<file path="config.mk">
export PLATFORM = sky130hd
export DESIGN_NAME = mawt_div
export DESIGN_NICKNAME = d
export VERILOG_FILES = /design/src/rtl/mawt_pkg.sv /design/src/rtl/mawt_div.sv
export SDC_FILE = /design/constraint.sdc
export NUM_CORES = 1
export LEC_CHECK = 0
export CAP_MARGIN = 40
export CORE_UTILIZATION = 27
export CTS_CLUSTER_DIAMETER = 80
export DETAILED_ROUTE_END_ITERATION = 16
export DONT_BUFFER_PORTS = 1
export MAX_ROUTING_LAYER = met4
export PLACE_DENSITY_LB_ADDON = 0.12
export SYNTH_ARGS = -nofsm -noshare
export SYNTH_HDL_FRONTEND = slang
export SYNTH_SLANG_ARGS = --single-unit
export TNS_END_PERCENT = 50
</file>
<file path="constraint.sdc">
create_clock -name clk -period 5.61 [get_ports clk]
set_input_delay 1.122 -clock clk [delete_from_list [all_inputs] [get_ports clk]]
set_output_delay 1.122 -clock clk [all_outputs]
set_load 0.1 [all_outputs]
</file>
<file path="src/rtl/mawt_pkg.sv">
// ----------------------------------------------------------------------------
// mawt_pkg
// Shared types and constants for the moving average with trend unit.
// ----------------------------------------------------------------------------
package mawt_pkg;

  // window_length register width and its value after reset
  localparam int          CFG_W         = 7;
  localparam logic [6:0]  CFG_LEN_RESET = 7'd16;

  // status of the sequential divider
  typedef struct packed {
    logic busy;
    logic done;
  } div_sts_t;

endpackage

</file>
<file path="src/rtl/mawt_div.sv">
// ----------------------------------------------------------------------------
// mawt_div
// Signed by unsigned restoring divider, one quotient bit per cycle,
// quotient truncated toward zero.
// ----------------------------------------------------------------------------
module mawt_div #(
  parameter int DW = 38,
  parameter int VW = 7
) (
  input  logic                  clk,
  input  logic                  rst_n,
  input  logic                  start,
  input  logic signed [DW-1:0]  dividend,
  input  logic        [VW-1:0]  divisor,
  output mawt_pkg::div_sts_t    sts,
  output logic signed [DW-1:0]  quotient
);

  localparam int RW = VW + 1;
  localparam int CW = $clog2(DW + 1);

  logic [DW-1:0] mag_r;
  logic [RW-1:0] rem_r;
  logic [VW-1:0] dvs_r;
  logic          neg_r;
  logic [CW-1:0] cnt_r;
  logic          busy_r;
  logic          done_r;

  logic [DW-1:0] dv_u;
  logic [DW-1:0] mag_in;
  logic [RW-1:0] rem_sh;
  logic [RW-1:0] rem_sub;
  logic          q_bit;

  // magnitude of the dividend
  assign dv_u   = dividend;
  assign mag_in = dv_u[DW-1] ? (~dv_u + DW'(1)) : dv_u;

  // one restoring step
  assign rem_sh  = {rem_r[RW-2:0], mag_r[DW-1]};
  assign q_bit   = (rem_sh >= {1'b0, dvs_r});
  assign rem_sub = rem_sh - {1'b0, dvs_r};

  // step control
  always_ff @(posedge clk) begin
    if (!rst_n) begin
      busy_r <= 1'b0;
      done_r <= 1'b0;
      cnt_r  <= '0;
    end else begin
      done_r <= 1'b0;
      if (start) begin
        busy_r <= 1'b1;
        cnt_r  <= CW'(DW);
      end else if (busy_r) begin
        cnt_r <= cnt_r - CW'(1);
        if (cnt_r == CW'(1)) begin
          busy_r <= 1'b0;
          done_r <= 1'b1;
        end
      end
    end
  end

  // datapath: dividend register shifts out and takes in quotient bits
  always_ff @(posedge clk) begin
    if (start) begin
      mag_r <= mag_in;
      neg_r <= dv_u[DW-1];
      dvs_r <= divisor;
      rem_r <= '0;
    end else if (busy_r) begin
      mag_r <= {mag_r[DW-2:0], q_bit};
      rem_r <= q_bit ? rem_sub : rem_sh;
    end
  end

  assign quotient = neg_r ? (~mag_r + DW'(1)) : mag_r;
  assign sts.busy = busy_r;
  assign sts.done = done_r;

endmodule

</file>
==> flow_summary.ini <==
[sta]
fin_tns_setup_ns = 0
rsz0062_at_grt = false
max_slew_margin_pct = 44.13
whs_ns = 0.5067
min_period_over_period_pct = 73.37
timing.fmax_ghz = 0.2430
min_period_ns = 4.116
drv_slew = 0
finalSetupViolCount = 0
tightest_slew_ns = 0.8325
finalHoldViolCount = 0
skew_ns = 0.01137

[placed_design]
placed_cells = 735
gp_congestion = 0.7670
post_dp_cell_area_um2 = 5369
port_buffers = 0
dp_hpwl_um = 9459

[grt]
grt_antenna_before_repair = 0
grt_pass1_vias = 3622
grt_start_max_net_pins = 91
grt_pass1_wl_um = 19990
grt_overflow = 0
grtUsageTotal_pct = 15.24

[critical_path]
critPathKind = reg2out
cp-end-kind = primary output
path_max_fanout = 6
r2r_cells = 8
cp.required_ns = 4.49
crit_arrival_ns = 2.99
start_kind = register

[power_and_ir_drop]
ir_drop_mv = 0.1268
powerDensity_nw_per_um2 = 350.5
leakagePower_uw = 0.002160

[yosys]
syn_avg_cell_area_um2 = 9.187
synth.top_cell.area_share_pct = 30.31
synth_nets = 556
yosysWarningCount = 0
syn-instance-count = 496
synth_flop_cell = edfxtp_1
synth-seq-cells = 61
synth_area_leaders = edfxtp_1 30%, xnor2_1 9.6%, dfxtp_1 6.6%
yosysMostFrequentCell = nor2_1
synth_cell_type_count = 56
synth_top_area_cell = edfxtp_1
syn_area_um2 = 4557
synth_async_sr_flop_share_pct = 0
synthTopCellsByCount = 59 x nor2_1, 50 x xnor2_1, 46 x edfxtp_1
synth_edf_count = 46
synth-seq-area-share_pct = 36.90

[clock_network]
post_cts_buffers = 0
cts-root-buf = clkbuf_16
clk-insertion-delay-late_ns = 0.34
clk_pin_slew_ns = 0.05
cts_num_sinks = 61
cts_tree = yes
cts-resized-gates = 0
cts_buffers = 9
ctsHoldBuffers = 0
htreeDepth = 3
cts.path.max_buffers = 2

[finish]
fin_util_pct = 34.52
fin_nets = 586
antenna_cells = 0
drive_gt1_share_pct = 21.85
design_area_um2 = 5704
layout.cells.non_filler = 751
area_growth_pct = 25.18

[worst_hold_path]
whs_path_depth = 2
hold_class = reg2reg

[drt]
viasPerCell = 5.028
wl_um = 12630
post-route-drc-count = 0
avgRoutedWirePerCell_um = 16.82
first_pass_iters = 5
antenna_left = 0
vias = 3776
drt_iter0_drc = 267

[floorplan]
dieArea_um2 = 17400
pin_count = 88
fp.dieW_um = 131.9
initial_utilization_pct = 27.58
design.core.area_um2 = 16520
die_height_um = 131.9
fp-row-count = 47

[job]
cap_violations = 0

[status]
outcome = finished clean
-- worst max-delay path, cell delays in order, from the launching register on --
cell	delay (ns)
edfxtp_1	0.45
nor3_1	0.45
nor3b_2	0.57
nand4_4	0.26
o41ai_2	0.47
xnor2_2	0.15
buf_4	0.30
-- layer usage --
metal | wire length (um) | global-route usage [%] | share of wire [%] | vias up
li1 | - | - | - | 1884
met1 | 6183 | 21.07 | 49 | 1789
met2 | 5651 | 21.78 | 45 | 89
met3 | 622 | 3.306 | 4.9 | 14
met4 | 174 | 5.297 | 1.4 | 0
met5 | 0 | - | 0 | -
-- area by class of cell --
class	count	area (um^2)
clock buffer	12	266.5
clock inverter	4	68.82
fill	1683	10820
inverter	24	90.09
multi-input combinational	387	2949
sequential	61	1682
tap	220	275.3
timing repair buffer	43	372.9
-- sequential cells by signal, summed over array words and instances, names as in the netlist --
name,cells
dvs_r,7
neg_r,1
mag_r,38
busy_r,1
cnt_r,6
done_r,1
rem_r,7
-- path summary, 6_finish.rpt --
kind                                            start               endpoint  slack, ns
worst max-delay path               mag_r[8]$_DFFE_PP_           quotient[34]       1.49
worst min-delay path            rem_r[0]$_SDFFE_PP0P_  rem_r[0]$_SDFFE_PP0P_       0.51
worst max register to register    mag_r[37]$_DFFE_PP_  rem_r[0]$_SDFFE_PP0P_       3.04
worst min register to register  rem_r[0]$_SDFFE_PP0P_  rem_r[0]$_SDFFE_PP0P_       0.51
-- power breakdown --
group / switching, uW / leakage [uW] / internal, uW
Sequential: 63.2 / 0.000575 / 543
Clock: 206 / 0.000166 / 423
Combinational: 547 / 0.00142 / 218
Total: 816 / 0.00216 / 1180
-- kinds of logic (layout without fill, tap and decap cells) --
logic type / after synthesis / in the layout / share of synthesized area [%]
multiplexers: 8 / 8 / 1.840
flip-flops: 61 / 61 / 36.90
adder cells (fa/ha/maj): 12 / 12 / 3.460
XOR/XNOR: 77 / 77 / 14.80
AO/OA/AOI/OAI: 126 / 126 / 18.04
AND/OR/NAND/NOR: 164 / 164 / 20.57
buffers and inverters: 48 / 83 / 4.393
-- through the flow --
stage          setup WS [ns]  total power [uW]
2_1_floorplan          1.605              1195
3_3_place_gp           1.811              1359
3_5_place_dp           1.851              1383
4_1_cts                1.475              2018
5_1_grt                1.288              2081
6_report               1.494              1999
-- layout by cell type (no fill, tap or decap), types with 11 or more instances in the layout --
master / n
nor2_1: 59
o41ai_1: 11
xnor2_1: 14
nand2_1: 25
buf_4: 38
o31ai_1: 24
dfxtp_1: 15
edfxtp_1: 46
xor2_1: 27
a21oi_1: 40
ha_1: 11
xnor2_2: 36
inv_1: 24
o21ai_0: 22
Note: power is estimated with default switching activity, not from simulation.
